<file path="config.mk">
export PLATFORM = sky130hd
export DESIGN_NAME = distance_pid_step
export DESIGN_NICKNAME = d
export VERILOG_FILES = /design/src/hdl/dps_pkg.sv /design/src/hdl/dps_ctrl.sv /design/src/hdl/dps_datapath.sv /design/src/hdl/distance_pid_step.sv
export SDC_FILE = /design/constraint.sdc
export NUM_CORES = 2
export LEC_CHECK = 0
export ABC_AREA = 1
export BUFFER_PORTS_ARGS = -buffer_cell sky130_fd_sc_hd__clkbuf_2
export CAP_MARGIN = 30
export CORE_MARGIN = 2
export CORE_UTILIZATION = 55
export CTS_BUF_LIST = sky130_fd_sc_hd__clkbuf_16
export DETAILED_ROUTE_END_ITERATION = 7
export PLACE_DENSITY = 0.72
export SYNTH_ARGS = -nofsm -noshare
export SYNTH_HDL_FRONTEND = slang
export SYNTH_SLANG_ARGS = --single-unit
</file>
<file path="constraint.sdc">
create_clock -name clk -period 15.3 [get_ports clk]
set_input_delay 0.765 -clock clk [delete_from_list [all_inputs] [get_ports clk]]
set_output_delay 0.765 -clock clk [all_outputs]
set_load 0.05 [all_outputs]
</file>
<file path="src/hdl/dps_pkg.sv">
// Shared types, constants and the voltage-to-distance table of the distance PID step.
`default_nettype none
package dps_pkg;

  localparam int FRAC_BITS     = 8;
  localparam int INTEGRAL_BITS = 32;

  localparam int VOLT_W   = 12;
  localparam int DIST_W   = 8;
  localparam int ERR_W    = 9;
  localparam int DIFF_W   = ERR_W + 1;
  localparam int MAG_W    = ERR_W;
  localparam int NUM_W    = MAG_W + FRAC_BITS;
  localparam int DT_W     = 10;
  localparam int GAIN_W   = 8;
  localparam int QDRV_W   = NUM_W + 1;
  localparam int DERIV_W  = 18;
  localparam int OUT_DRV_W = 48;
  localparam int LED_W    = 2;

  localparam int MUL_A_W  = INTEGRAL_BITS + 1;
  localparam int MUL_B_W  = DT_W + 1;
  localparam int PROD_W   = MUL_A_W + MUL_B_W;
  localparam int DRV_W    = PROD_W + FRAC_BITS;

  localparam int DIV_STEPS = NUM_W;
  localparam int CNT_W     = $clog2(DIV_STEPS);

  localparam int CFG_IDX_W  = 3;
  localparam int CFG_DATA_W = 10;

  localparam logic [CFG_IDX_W-1:0] CFG_SETPOINT = 3'd0;
  localparam logic [CFG_IDX_W-1:0] CFG_STEP     = 3'd1;
  localparam logic [CFG_IDX_W-1:0] CFG_GAIN_P   = 3'd2;
  localparam logic [CFG_IDX_W-1:0] CFG_GAIN_I   = 3'd3;
  localparam logic [CFG_IDX_W-1:0] CFG_GAIN_D   = 3'd4;

  localparam logic [LED_W-1:0] LED_BLUE  = 2'd0;
  localparam logic [LED_W-1:0] LED_RED   = 2'd1;
  localparam logic [LED_W-1:0] LED_GREEN = 2'd2;

  localparam int EDGE_COUNT = 14;
  localparam logic [VOLT_W-1:0] VOLT_EDGE [EDGE_COUNT] = '{
    12'd1500, 12'd1200, 12'd1000, 12'd700, 12'd600, 12'd500, 12'd450,
    12'd400, 12'd375, 12'd350, 12'd325, 12'd300, 12'd275, 12'd250
  };
  localparam logic [DIST_W-1:0] DIST_OF [EDGE_COUNT] = '{
    8'd0, 8'd20, 8'd30, 8'd40, 8'd50, 8'd60, 8'd70,
    8'd80, 8'd90, 8'd100, 8'd110, 8'd120, 8'd130, 8'd140
  };
  localparam logic [DIST_W-1:0] DIST_FLOOR = 8'd150;

  typedef enum logic [3:0] {
    OP_NONE,
    OP_LATCH,
    OP_MUL_E,
    OP_INTEG,
    OP_DIV,
    OP_SIGN,
    OP_MUL_P,
    OP_MUL_I,
    OP_MUL_D,
    OP_ADD_D,
    OP_OUT
  } op_t;

  typedef struct packed {
    op_t op;
  } dp_cmd_t;

  typedef struct packed {
    logic out_free;
  } dp_stat_t;

  // The first edge that the voltage exceeds picks the bucket.
  function automatic logic [DIST_W-1:0] lookup_distance(input logic [VOLT_W-1:0] mv);
    logic [DIST_W-1:0] d;
    d = DIST_FLOOR;
    for (int i = EDGE_COUNT - 1; i >= 0; i--) begin
      if (mv > VOLT_EDGE[i]) d = DIST_OF[i];
    end
    return d;
  endfunction

endpackage
`default_nettype wire

</file>
<file path="src/hdl/dps_ctrl.sv">
// Distance PID sequencer: one datapath op per cycle, held while output stalls.
`default_nettype none
module dps_ctrl
  import dps_pkg::*;
(
  input  wire logic     clk,
  input  wire logic     rst_n,
  input  wire logic     in_valid,
  output logic          busy,
  input  wire dp_stat_t stat,
  output dp_cmd_t       cmd
);

  typedef enum logic [3:0] {
    S_IDLE, S_MUL_E, S_INTEG, S_DIV, S_SIGN,
    S_MUL_P, S_MUL_I, S_MUL_D, S_ADD_D, S_OUT
  } state_t;

  state_t           state_r, state_nxt;
  logic             busy_r, busy_nxt;
  logic [CNT_W-1:0] cnt_r, cnt_nxt;

  always_comb begin
    state_nxt = state_r;
    busy_nxt  = busy_r;
    cnt_nxt   = cnt_r;
    cmd.op    = OP_NONE;
    case (state_r)
      S_IDLE: begin
        if (in_valid) begin
          cmd.op    = OP_LATCH;
          state_nxt = S_MUL_E;
          busy_nxt  = 1'b1;
        end
      end
      S_MUL_E: begin
        cmd.op    = OP_MUL_E;
        state_nxt = S_INTEG;
      end
      S_INTEG: begin
        cmd.op    = OP_INTEG;
        cnt_nxt   = '0;
        state_nxt = S_DIV;
      end
      S_DIV: begin
        cmd.op = OP_DIV;
        if (cnt_r == CNT_W'(DIV_STEPS - 1)) begin
          state_nxt = S_SIGN;
        end else begin
          cnt_nxt = cnt_r + 1'b1;
        end
      end
      S_SIGN: begin
        cmd.op    = OP_SIGN;
        state_nxt = S_MUL_P;
      end
      S_MUL_P: begin
        cmd.op    = OP_MUL_P;
        state_nxt = S_MUL_I;
      end
      S_MUL_I: begin
        cmd.op    = OP_MUL_I;
        state_nxt = S_MUL_D;
      end
      S_MUL_D: begin
        cmd.op    = OP_MUL_D;
        state_nxt = S_ADD_D;
      end
      S_ADD_D: begin
        cmd.op    = OP_ADD_D;
        state_nxt = S_OUT;
      end
      S_OUT: begin
        if (stat.out_free) begin
          cmd.op    = OP_OUT;
          state_nxt = S_IDLE;
          busy_nxt  = 1'b0;
        end
      end
      default: begin
        state_nxt = S_IDLE;
        busy_nxt  = 1'b0;
      end
    endcase
  end

  always_ff @(posedge clk) begin
    if (!rst_n) begin
      state_r <= S_IDLE;
      busy_r  <= 1'b0;
      cnt_r   <= '0;
    end else begin
      state_r <= state_nxt;
      busy_r  <= busy_nxt;
      cnt_r   <= cnt_nxt;
    end
  end

  assign busy = busy_r;

endmodule
`default_nettype wire

</file>
<file path="src/hdl/dps_datapath.sv">
// Datapath of the distance PID step: configuration, state, shared multiplier and divider.
`default_nettype none
module dps_datapath
  import dps_pkg::*;
(
  input  wire logic                  clk,
  input  wire logic                  rst_n,
  input  wire dp_cmd_t               cmd,
  output dp_stat_t                   stat,
  input  wire logic                  cfg_we,
  input  wire logic [CFG_IDX_W-1:0]  cfg_index,
  input  wire logic [CFG_DATA_W-1:0] cfg_data,
  input  wire logic [VOLT_W-1:0]     in_voltage_mv,
  output logic                       out_valid,
  input  wire logic                  out_stall,
  output logic [DIST_W-1:0]          out_distance_cm,
  output logic signed [ERR_W-1:0]    out_error_value,
  output logic signed [INTEGRAL_BITS-1:0] out_integral_sum,
  output logic signed [DERIV_W-1:0]  out_derivative_q8,
  output logic signed [OUT_DRV_W-1:0] out_drive_q8,
  output logic [LED_W-1:0]           out_led_code
);

  // Configuration registers.
  logic [DIST_W-1:0]        setpoint_r;
  logic [DT_W-1:0]          step_r;
  logic signed [GAIN_W-1:0] gain_p_r, gain_i_r, gain_d_r;

  always_ff @(posedge clk) begin
    if (!rst_n) begin
      setpoint_r <= DIST_W'(50);
      step_r     <= DT_W'(100);
      gain_p_r   <= GAIN_W'(1);
      gain_i_r   <= GAIN_W'(1);
      gain_d_r   <= GAIN_W'(1);
    end else if (cfg_we) begin
      case (cfg_index)
        CFG_SETPOINT: setpoint_r <= cfg_data[DIST_W-1:0];
        CFG_STEP:     step_r     <= cfg_data[DT_W-1:0];
        CFG_GAIN_P:   gain_p_r   <= cfg_data[GAIN_W-1:0];
        CFG_GAIN_I:   gain_i_r   <= cfg_data[GAIN_W-1:0];
        CFG_GAIN_D:   gain_d_r   <= cfg_data[GAIN_W-1:0];
        default: ;
      endcase
    end
  end

  // Loop state.
  logic signed [INTEGRAL_BITS-1:0] integ_r;
  logic signed [ERR_W-1:0]         last_err_r;

  // Working registers.
  logic [DIST_W-1:0]        dist_r;
  logic signed [ERR_W-1:0]  err_r;
  logic                     neg_r;
  logic [DT_W-1:0]          den_r;
  logic [DT_W-1:0]          rem_r;
  logic [NUM_W-1:0]         quo_r;
  logic signed [QDRV_W-1:0] deriv_r;
  logic signed [PROD_W-1:0] prod_r;
  logic signed [DRV_W-1:0]  drive_r;

  // Lookup and error from the incoming voltage.
  logic [DIST_W-1:0]       dist_in;
  logic signed [ERR_W-1:0] err_in;
  assign dist_in = lookup_distance(in_voltage_mv);
  assign err_in  = $signed({1'b0, setpoint_r}) - $signed({1'b0, dist_in});

  // Difference against the previous error and its magnitude.
  logic signed [DIFF_W-1:0] diff;
  logic [DIFF_W-1:0]        diff_abs;
  assign diff     = $signed({err_r[ERR_W-1], err_r}) -
                    $signed({last_err_r[ERR_W-1], last_err_r});
  assign diff_abs = diff[DIFF_W-1] ? DIFF_W'(-diff) : DIFF_W'(diff);

  // Integral update with saturation.
  logic signed [INTEGRAL_BITS:0] acc_sum;
  logic signed [INTEGRAL_BITS-1:0] acc_sat;
  assign acc_sum = $signed({integ_r[INTEGRAL_BITS-1], integ_r}) +
                   $signed(prod_r[INTEGRAL_BITS:0]);
  always_comb begin
    if (acc_sum[INTEGRAL_BITS] != acc_sum[INTEGRAL_BITS-1]) begin
      acc_sat = acc_sum[INTEGRAL_BITS] ? {1'b1, {(INTEGRAL_BITS-1){1'b0}}}
                                       : {1'b0, {(INTEGRAL_BITS-1){1'b1}}};
    end else begin
      acc_sat = acc_sum[INTEGRAL_BITS-1:0];
    end
  end

  // One restoring divide step.
  logic [DT_W:0]   shifted;
  logic [DT_W+1:0] trial;
  assign shifted = {rem_r, quo_r[NUM_W-1]};
  assign trial   = {1'b0, shifted} - {2'b00, den_r};

  // Shared multiplier operands.
  logic signed [MUL_A_W-1:0] mul_a;
  logic signed [MUL_B_W-1:0] mul_b;
  logic signed [PROD_W-1:0]  mul_p;
  always_comb begin
    mul_a = {{(MUL_A_W-ERR_W){err_r[ERR_W-1]}}, err_r};
    mul_b = {1'b0, step_r};
    case (cmd.op)
      OP_MUL_P: mul_b = {{(MUL_B_W-GAIN_W){gain_p_r[GAIN_W-1]}}, gain_p_r};
      OP_MUL_I: begin
        mul_a = {integ_r[INTEGRAL_BITS-1], integ_r};
        mul_b = {{(MUL_B_W-GAIN_W){gain_i_r[GAIN_W-1]}}, gain_i_r};
      end
      OP_MUL_D: begin
        mul_a = {{(MUL_A_W-QDRV_W){deriv_r[QDRV_W-1]}}, deriv_r};
        mul_b = {{(MUL_B_W-GAIN_W){gain_d_r[GAIN_W-1]}}, gain_d_r};
      end
      default: ;
    endcase
  end
  assign mul_p = mul_a * mul_b;

  logic signed [DRV_W-1:0] prod_scaled, prod_plain;
  assign prod_scaled = {prod_r, {FRAC_BITS{1'b0}}};
  assign prod_plain  = {{FRAC_BITS{prod_r[PROD_W-1]}}, prod_r};

  // Drive saturation to the output width.
  logic signed [OUT_DRV_W-1:0] drive_sat;
  logic                        drive_fits;
  assign drive_fits = (drive_r[DRV_W-1:OUT_DRV_W-1] == '0) ||
                      (drive_r[DRV_W-1:OUT_DRV_W-1] == '1);
  always_comb begin
    if (drive_fits) begin
      drive_sat = drive_r[OUT_DRV_W-1:0];
    end else begin
      drive_sat = drive_r[DRV_W-1] ? {1'b1, {(OUT_DRV_W-1){1'b0}}}
                                   : {1'b0, {(OUT_DRV_W-1){1'b1}}};
    end
  end

  always_ff @(posedge clk) begin
    if (!rst_n) begin
      integ_r    <= '0;
      last_err_r <= '0;
    end else if (cmd.op == OP_INTEG) begin
      integ_r    <= acc_sat;
      last_err_r <= err_r;
    end
  end

  always_ff @(posedge clk) begin
    case (cmd.op)
      OP_LATCH: begin
        dist_r <= dist_in;
        err_r  <= err_in;
      end
      OP_MUL_E, OP_MUL_P: prod_r <= mul_p;
      OP_INTEG: begin
        neg_r <= diff[DIFF_W-1];
        den_r <= (step_r == '0) ? DT_W'(1) : step_r;
        rem_r <= '0;
        quo_r <= {diff_abs[MAG_W-1:0], {FRAC_BITS{1'b0}}};
      end
      OP_DIV: begin
        if (!trial[DT_W+1]) begin
          rem_r <= trial[DT_W-1:0];
          quo_r <= {quo_r[NUM_W-2:0], 1'b1};
        end else begin
          rem_r <= shifted[DT_W-1:0];
          quo_r <= {quo_r[NUM_W-2:0], 1'b0};
        end
      end
      OP_SIGN: deriv_r <= neg_r ? -$signed({1'b0, quo_r}) : $signed({1'b0, quo_r});
      OP_MUL_I: begin
        prod_r  <= mul_p;
        drive_r <= prod_scaled;
      end
      OP_MUL_D: begin
        prod_r  <= mul_p;
        drive_r <= drive_r + prod_scaled;
      end
      OP_ADD_D: drive_r <= drive_r + prod_plain;
      default: ;
    endcase
  end

  // Output register.
  logic out_valid_r;
  assign stat.out_free = !out_valid_r || !out_stall;

  always_ff @(posedge clk) begin
    if (!rst_n) begin
      out_valid_r <= 1'b0;
    end else if (cmd.op == OP_OUT) begin
      out_valid_r <= 1'b1;
    end else if (!out_stall) begin
      out_valid_r <= 1'b0;
    end
  end

  always_ff @(posedge clk) begin
    if (cmd.op == OP_OUT) begin
      out_distance_cm   <= dist_r;
      out_error_value   <= err_r;
      out_integral_sum  <= integ_r;
      out_derivative_q8 <= DERIV_W'(deriv_r);
      out_drive_q8      <= drive_sat;
      if (err_r == '0) begin
        out_led_code <= LED_GREEN;
      end else if (err_r[ERR_W-1]) begin
        out_led_code <= LED_RED;
      end else begin
        out_led_code <= LED_BLUE;
      end
    end
  end

  assign out_valid = out_valid_r;

endmodule
`default_nettype wire

</file>
<file path="src/hdl/distance_pid_step.sv">
// Each item runs through the sequencer's states, including the 17-step serial divider, before its result is valid.
// A new input transfer is taken only once the previous result is loaded, so items do not overlap.
// A stalled result waits in the output register while the next item is accepted and worked.
// Reset (rst_n low, synchronous) clears the integral and last error, reloads the
// configuration defaults and empties the output register; no clearing pass is needed.
`default_nettype none
module distance_pid_step
  import dps_pkg::*;
(
  input  wire logic                       clk,
  input  wire logic                       rst_n,
  input  wire logic                       cfg_we,
  input  wire logic [CFG_IDX_W-1:0]       cfg_index,
  input  wire logic [CFG_DATA_W-1:0]      cfg_data,
  input  wire logic                       in_valid,
  output logic                            in_stall,
  input  wire logic [VOLT_W-1:0]          in_voltage_mv,
  output logic                            out_valid,
  input  wire logic                       out_stall,
  output logic [DIST_W-1:0]               out_distance_cm,
  output logic signed [ERR_W-1:0]         out_error_value,
  output logic signed [INTEGRAL_BITS-1:0] out_integral_sum,
  output logic signed [DERIV_W-1:0]       out_derivative_q8,
  output logic signed [OUT_DRV_W-1:0]     out_drive_q8,
  output logic [LED_W-1:0]                out_led_code
);

  // The sequencer walks one item through lookup, the error-times-step product,
  // the integral update, the divide for the derivative and three gain products
  // that share one multiplier. Its busy flag is the input stall: the input
  // transfer happens only in the idle state.
  dp_cmd_t  cmd;
  dp_stat_t stat;
  logic     busy;

  dps_ctrl u_ctrl (
    .clk      (clk),
    .rst_n    (rst_n),
    .in_valid (in_valid),
    .busy     (busy),
    .stat     (stat),
    .cmd      (cmd)
  );

  // The datapath holds the configuration, the loop state and the output
  // register. The result is loaded only when that register is free, so a
  // waiting result is never overwritten.
  dps_datapath u_dp (
    .clk               (clk),
    .rst_n             (rst_n),
    .cmd               (cmd),
    .stat              (stat),
    .cfg_we            (cfg_we),
    .cfg_index         (cfg_index),
    .cfg_data          (cfg_data),
    .in_voltage_mv     (in_voltage_mv),
    .out_valid         (out_valid),
    .out_stall         (out_stall),
    .out_distance_cm   (out_distance_cm),
    .out_error_value   (out_error_value),
    .out_integral_sum  (out_integral_sum),
    .out_derivative_q8 (out_derivative_q8),
    .out_drive_q8      (out_drive_q8),
    .out_led_code      (out_led_code)
  );

  assign in_stall = busy;

`ifndef ASSERT_OFF
  // After an input transfer the block is busy with that item.
  a_busy_after_take: assert property (@(posedge clk) disable iff (!rst_n)
    (in_valid && !in_stall) |=> in_stall)
    else $error("input not stalled after a transfer");

  // The green code appears exactly when the error is zero.
  a_led_green: assert property (@(posedge clk) disable iff (!rst_n)
    out_valid |-> ((out_led_code == LED_GREEN) == (out_error_value == '0)))
    else $error("led code disagrees with error");

  // The red code appears exactly when the error is negative.
  a_led_red: assert property (@(posedge clk) disable iff (!rst_n)
    out_valid |-> ((out_led_code == LED_RED) == out_error_value[ERR_W-1]))
    else $error("led code disagrees with error sign");

  // The distance bucket never exceeds the table floor.
  a_dist_range: assert property (@(posedge clk) disable iff (!rst_n)
    out_valid |-> (out_distance_cm <= DIST_FLOOR))
    else $error("distance out of range");
`endif

endmodule
`default_nettype wire
</file>
# Word level (Yosys, flattened, before mapping)
# Index checks and enable logic that the tools add are counted.
[totals] regBits=380 inputBits=30 out_inout_bits=119 wordCells=147
[classes] n_addsub=9 multipliers=1 order_cmp=14 n_eq_ne=31 n_mux=42 n_bitwise=1 reduce_logical=22
[ops] cell="$pmux 52 s3" count=1
[ops] cell="$gt 12x9->1 const B" count=8
[ops] cell="$mux 48" count=2
[ops] cell="$mux 8" count=12
[ops] cell="$pmux 4 s10" count=2
[ops] cell="$pmux 33 s2" count=1
[ops] cell="$mux 32" count=2
[ops] cell="$add 52x44->52" count=1
[ops] cell="$add 52x52->52" count=1
[ops] cell="$mul 33x11->44" count=1
[ops] cell="$gt 12x10->1 const B" count=3
[ops] cell="$pmux 17 s2" count=1
[ops] cell="$add 32x33->33" count=1
[ops] cell="$pmux 11 s3" count=1
[ops] cell="$eq 4x3->1 const B" count=8
[ops] cell="$gt 12x11->1 const B" count=2
[ops] cell="$eq 4x4->1 const B" count=5
[ops] cell="$pmux 10 s2" count=1
[ops] cell="$neg 17->18" count=1
[ops] cell="$mux 17" count=1
[ops] cell="$eq 4x2->1 const B" count=4
[ops] cell="$mux 4" count=4
[ops] cell="$mux 5" count=3
[ops] cell="$gt 12x8->1 const B" count=1
[ops] cell="other kinds (32)" count=53

# Logic depth before layout (Yosys ltp)
[depth] depth_word=16 ltp_mapped=37 mapped_depth_nobuf=36

# Cells and area by module
# From an unflattened synthesis, not the netlist that was laid out.
[unflattened] hier_cells=4876 hier_area_um2=37712.4
[by_module_without_submodules] module="dps_datapath" instances=1 cells_each=4786 area_each_um2=37133.1 seq_area_each_um2=10209.8
[by_module_without_submodules] module="dps_ctrl" instances=1 cells_each=90 area_each_um2=579.3 seq_area_each_um2=200.2

# Worst setup path before layout
# No wires, ideal clock.
[synth_timing] kind="input-to-reg" from="input port out_stall" to="register u_dp.out_derivative_q8[0] (enable)" setup_time_ps=629 t_arrival_ps=6375 required_time_ps=14671 slack_ps=8296 path_stages=1 path_buffers=0 path_cell_list="a21oi_1"
[synth_via] elab_chain_cells=5
[synth_rtl] item="from (decl)" line="distance_pid_step.sv:19" text="input wire logic out_stall,"
[synth_rtl] item="$logic_not 1->1" line="dps_datapath.sv:184" text="assign stat.out_free = !out_valid_r || !out_stall;"
[synth_rtl] item="$logic_or 1x1->1" line="dps_datapath.sv:184"
[synth_rtl] item="$mux 4" line="dps_ctrl.sv:74" text="if (stat.out_free) begin"
[synth_rtl] item="$pmux 4 s10" line="dps_ctrl.sv:28" text="case (state_r)"
[synth_rtl] item="$eq 4x4->1" line="dps_datapath.sv:197" text="if (cmd.op == OP_OUT) begin"
[synth_rtl] item="to (signal assigned)" line="dps_datapath.sv:201" text="out_derivative_q8 <= DERIV_W'(deriv_r);"
[synth_rtl] item="to (decl)" line="dps_datapath.sv:19" text="output logic signed [DERIV_W-1:0] out_derivative_q8,"
# No other way between the ends.
# A chain may end at the register's enable or synchronous reset.

# Worst setup path after layout
[layout_timing] from="register u_ctrl.state_r[0]" to="register u_dp.prod_r[42] (data pin)"
[layout_via] elab_chain_cells=5 word_cells_on_any_way=17 classes_between="mul (1); eq/ne (12); mux (3); reduce/logical (1)"
[layout_rtl] item="from (decl)" line="dps_ctrl.sv:19" text="state_t state_r, state_nxt;"
[layout_rtl] item="from (signal assigned)" line="dps_ctrl.sv:93" text="state_r <= state_nxt;"
[layout_rtl] item="$eq 4x4->1, or another cell as far along" line="dps_ctrl.sv:28"
[layout_rtl] item="$pmux 4 s10 (*)" line="dps_ctrl.sv:28"
[layout_rtl] item="$eq 4x4->1 or $eq 4x3->1 (tied branches)" line="dps_datapath.sv:103" text="case (cmd.op)"
[layout_rtl] item="$pmux 11 s3 or $pmux 33 s2 (tied branches)" line="dps_datapath.sv:103"
[layout_rtl] item="$mul 33x11->44 (*)" line="dps_datapath.sv:116" text="assign mul_p = mul_a * mul_b;"
[layout_rtl] item="via u_dp.mul_p[42]" line="dps_datapath.sv:99" text="logic signed [PROD_W-1:0] mul_p;"
[layout_rtl] item="to (signal assigned)" line="dps_datapath.sv:152" text="OP_MUL_E, OP_MUL_P: prod_r <= mul_p;"
[layout_rtl] item="to (signal assigned)" line="dps_datapath.sv:170" text="prod_r <= mul_p;"
[layout_rtl] item="to (signal assigned)" line="dps_datapath.sv:174" text="prod_r <= mul_p;"
[layout_rtl] item="to (decl)" line="dps_datapath.sv:60" text="logic signed [PROD_W-1:0] prod_r;"
# Mark *: on every way through the listed nets, which the timed path passes. The rest lies on a longest branch.

==> out/qor.csv <==
stage;metric;value;unit
worst_setup_path;R2R setup slack;7330;ps
floorplan;Die Area;69700;um^2
cells_and_area;Area Overhead vs Synth;8.13;%
worst_setup_path;Critical Path Start;u_ctrl.state_r[0];
yosys;Synth Area in Adders;25.3;%
yosys;#FFs+latches synth;378;
worst_setup_path;required time of the critical path;15590;ps
worst_setup_path;R2R Path Start;u_ctrl.state_r[0];
yosys;cell count after synthesis;4745;
clock_tree;CTS clk-pin slew, worst paths;60;ps
timing;worst slew pin tran;933;ps
min_path;hold_sp;cfg_data[8];
clock_tree;# clock sinks;378;
power;Max IR drop VDD;0.000107;V
yosys;Post-Synth XOR/XNOR Area;2.59;%
clock_tree;root buf cell;clkbuf_16;
timing;final slew viol count;0;
timing;final period utilization;52.1;%
worst_setup_path;Worst setup EP type;flip-flop;
detailed_routing;first drt pass iteration count;6;
floorplan;Initial Util;55.4;%
clock_tree;setup repair bufs after CTS;0;
clock_tree;CTS Buffer Depth;3;
grt;first-pass GRT wire length;181;mm
power;Static Leak;18.6;nW
power;PD cells;193;nW/um^2
detailed_routing;DR vias;32500;
detailed_routing;Vias/cell;5.64;
cells_and_area;Design Area, Final;40200;um^2
grt;largest net degree at the start of global routing;81;
yosys;area leader, netlist;edfxtp_1;
yosys;Async SR Flop Fraction;0;%
worst_setup_path;crit start category;flip-flop;
timing;Worst Clk Skew;75.7;ps
worst_setup_path;crit path DAT;8270;ps
grt;initial antenna violation count;2;
clock_tree;CTS Hold Bufs;0;
detailed_routing;Routed Antenna Nets;0;
timing;RSZ-0062 raised after global routing;no;
timing;Slew HR;37.2;%
yosys;Synth Area in Compound Gates;13.1;%
yosys;Yosys top cell area share;22.9;%
yosys;Syn Nets;5337;
grt;vias in the first global route;32000;
grt;grt ovf;0;
floorplan;Die Ht;264;um
yosys;Seq/Total Area, Yosys;28.0;%
floorplan;Die W;264;um
placed_design;gpl congestion;0.969;
placed_design;DP Wirelength;94.8;mm
floorplan;Std-Cell Core Area;67000;um^2
placed_design;Port Buf Inserts;147;
clock_tree;post-CTS sizing;0;
detailed_routing;DRC violations left;0;
floorplan;I/O pins;149;
timing;Peak Freq;125;MHz
placed_design;Placed Area;38700;um^2
yosys;Post-Syn Area per Cell;7.83;um^2
job;Max Cap Violations;0;
yosys;synth cell count leaders;nand2_1 (920), inv_1 (815), nor2_1 (598), a21oi_1 (344), o21ai_0 (323);
floorplan;# rows;95;
worst_setup_path;depth of the most critical reg-to-reg path;26;
min_path;Cells on Worst Hold Path;3;
worst_setup_path;critical path fanouts, max;50;
grt;GRT Resource Usage Total;33.5;%
clock_tree;CTS tree;built;
worst_setup_path;Setup CP Type;reg -> reg;
yosys;largest family of logic cells by synthesized area;adder cells;
yosys;Synth area leaders;edfxtp_1 (23%), fa_1 (17%), nand2_1 (9.3%), ha_1 (8.3%), inv_1 (8.2%);
timing;final-report hold violation count;0;
clock_tree;CTS Buf Count;45;
min_path;Worst Hold End;u_dp.step_r[8];
cells_and_area;Total Nets Final;5447;
timing;Final setup viols;0;
min_path;worst hold path class;in -> reg;
yosys;Mapped Area;37200;um^2
timing;Tmin final;7970;ps
yosys;top_reg_cell synth;edfxtp_1;
yosys;post-synthesis mux area share;0;%
yosys;yosys warns;0;
detailed_routing;Routed WL;117;mm
yosys;most frequent cell after synthesis;nand2_1;
yosys;Post-synth EDFFs;284;
outcome;outcome;completed;
clock_tree;clk_lat worst skew;620;ps
detailed_routing;wire per inst;20.3;um
yosys;post-synthesis simple-gate area fraction;21.0;%
cells_and_area;share of cells above drive strength 1;7.38;%
cells_and_area;antenna cells;0;
timing;final setup TNS;0;ps
clock_tree;total number of H-tree levels;2;
worst_setup_path;Worst R2R End;u_dp.prod_r[42];
detailed_routing;First DRT Iteration DRCs;2894;
yosys;Yosys cell types;66;
where the power goes:
group	switching (mW)	internal [mW]	total [mW]	leakage [nW]
Combinational	3.32	1.74	5.06	14.4
Clock	0.460	0.605	1.07	0.753
Sequential	0.235	1.39	1.62	3.37
Total	4.01	3.73	7.74	18.6
registers in the layout, indices dropped and copies added, names as in the netlist, 4 cells and up:
signal and count:
u_dp.setpoint_r 8, u_ctrl.cnt_r 5, u_dp.prod_r 44, u_dp.err_r 9, u_dp.last_err_r 9, u_dp.out_derivative_q8 18, u_dp.gain_p_r 8, u_dp.quo_r 17
u_dp.rem_r 10, u_dp.out_integral_sum 32, u_dp.den_r 10, u_ctrl.state_r 4, u_dp.gain_i_r 8, u_dp.integ_r 32, u_dp.dist_r 7, u_dp.drive_r 52
u_dp.out_distance_cm 7, u_dp.out_drive_q8 48, u_dp.step_r 10, u_dp.out_error_value 9, u_dp.deriv_r 18, u_dp.gain_d_r 8
placed cells by master, fill, tap and decap left out, types with 24 or more instances in the layout:
master | Yosys | final
xnor2_1 | 37 | 37
fa_1 | 316 | 316
nor3_1 | 50 | 50
a21oi_1 | 344 | 341
ha_1 | 246 | 246
clkbuf_2 | 1 | 147
xor2_1 | 73 | 73
nand3_1 | 192 | 192
a21oi_2 | 22 | 24
dfxtp_1 | 94 | 94
nand2_1 | 920 | 918
clkbuf_16 | 0 | 46
edfxtp_1 | 284 | 284
buf_4 | 6 | 24
inv_1 | 815 | 824
nor2_1 | 598 | 596
o21ai_0 | 323 | 323
worst max path at each step:
| stage | endpoint | slack [ps] |
|---|---|---|
| 4_1_cts | u_dp.prod_r[42] | 7340 |
| 2_1_floorplan | u_dp.out_derivative_q8[0] | 8300 |
| 6_report | u_dp.prod_r[42] | 7330 |
| 3_3_place_gp | u_dp.prod_r[42] | 6860 |
| 5_1_grt | u_dp.prod_r[42] | 6890 |
| 3_5_place_dp | u_dp.prod_r[42] | 7390 |
area by class of cell:
cell class | instances | area (um^2)
Clock inverter | 38 | 323
Timing Repair Buffer | 173 | 963
Clock buffer | 46 | 1150
Fill cell | 6293 | 26800
Multi-Input combinational cell | 3418 | 23100
Inverter | 839 | 3160
Tap cell | 873 | 1090
Sequential cell | 378 | 10400
per-layer routing:
metal | global-route usage, % | vias to the layer above | share of wire (%)
met1 | 45.2 | 15600 | 42
li1 | - | 15500 | -
met2 | 56.4 | 1194 | 47
met3 | 3.51 | 209 | 6.5
met4 | 11.3 | 2 | 3.7
met5 | 0 | - | 0.011
cell families (layout without fill, tap and decap cells):
| kind of cell | after synthesis | in the layout |
|---|---|---|
| adders and majority gates | 562 | 562 |
| buffers and inverters | 949 | 1096 |
| other | 1 | 1 |
| DFF | 378 | 378 |
| and+or+nand+nor | 1885 | 1885 |
| AOI/OAI and AO/OA | 860 | 860 |
| xor gates and xnor gates | 110 | 110 |
stage by stage:
| stage | hold slack (ps) | std cells | worst slack [ps] | power, mW | util (%) |
|---|---|---|---|---|---|
| floorplan | 400 | 4745 | 8300 | 5.23 | - |
| global placement | 403 | 5678 | 6860 | 6.56 | 57.7 |
| detailed placement | 407 | 5681 | 7390 | 6.62 | 57.8 |
| CTS | 368 | 5765 | 7340 | 7.71 | 60.0 |
| global route | 414 | 5765 | 6890 | 8.46 | 60.0 |
| finish | 394 | 5765 | 7330 | 7.74 | 60.0 |
worst max-delay path, stage by stage (launching register included):
cell	delay [ps]
dfxtp_1	480
nand2_2	170
nor2_8	120
buf_4	570
nor2_8	90
nor2_1	720
inv_2	140
o21ai_1	370
buf_4	260
nor2_1	110
fa_1	740
inv_1	110
fa_1	550
inv_1	50
fa_1	490
fa_1	550
inv_1	60
fa_1	530
inv_1	40
ha_1	370
nand2_1	120
nor2_1	150
nand2_1	110
nor2_1	200
nand4_1	120
o211ai_1	300
xor2_1	100
(Power assumes the default switching activity.)
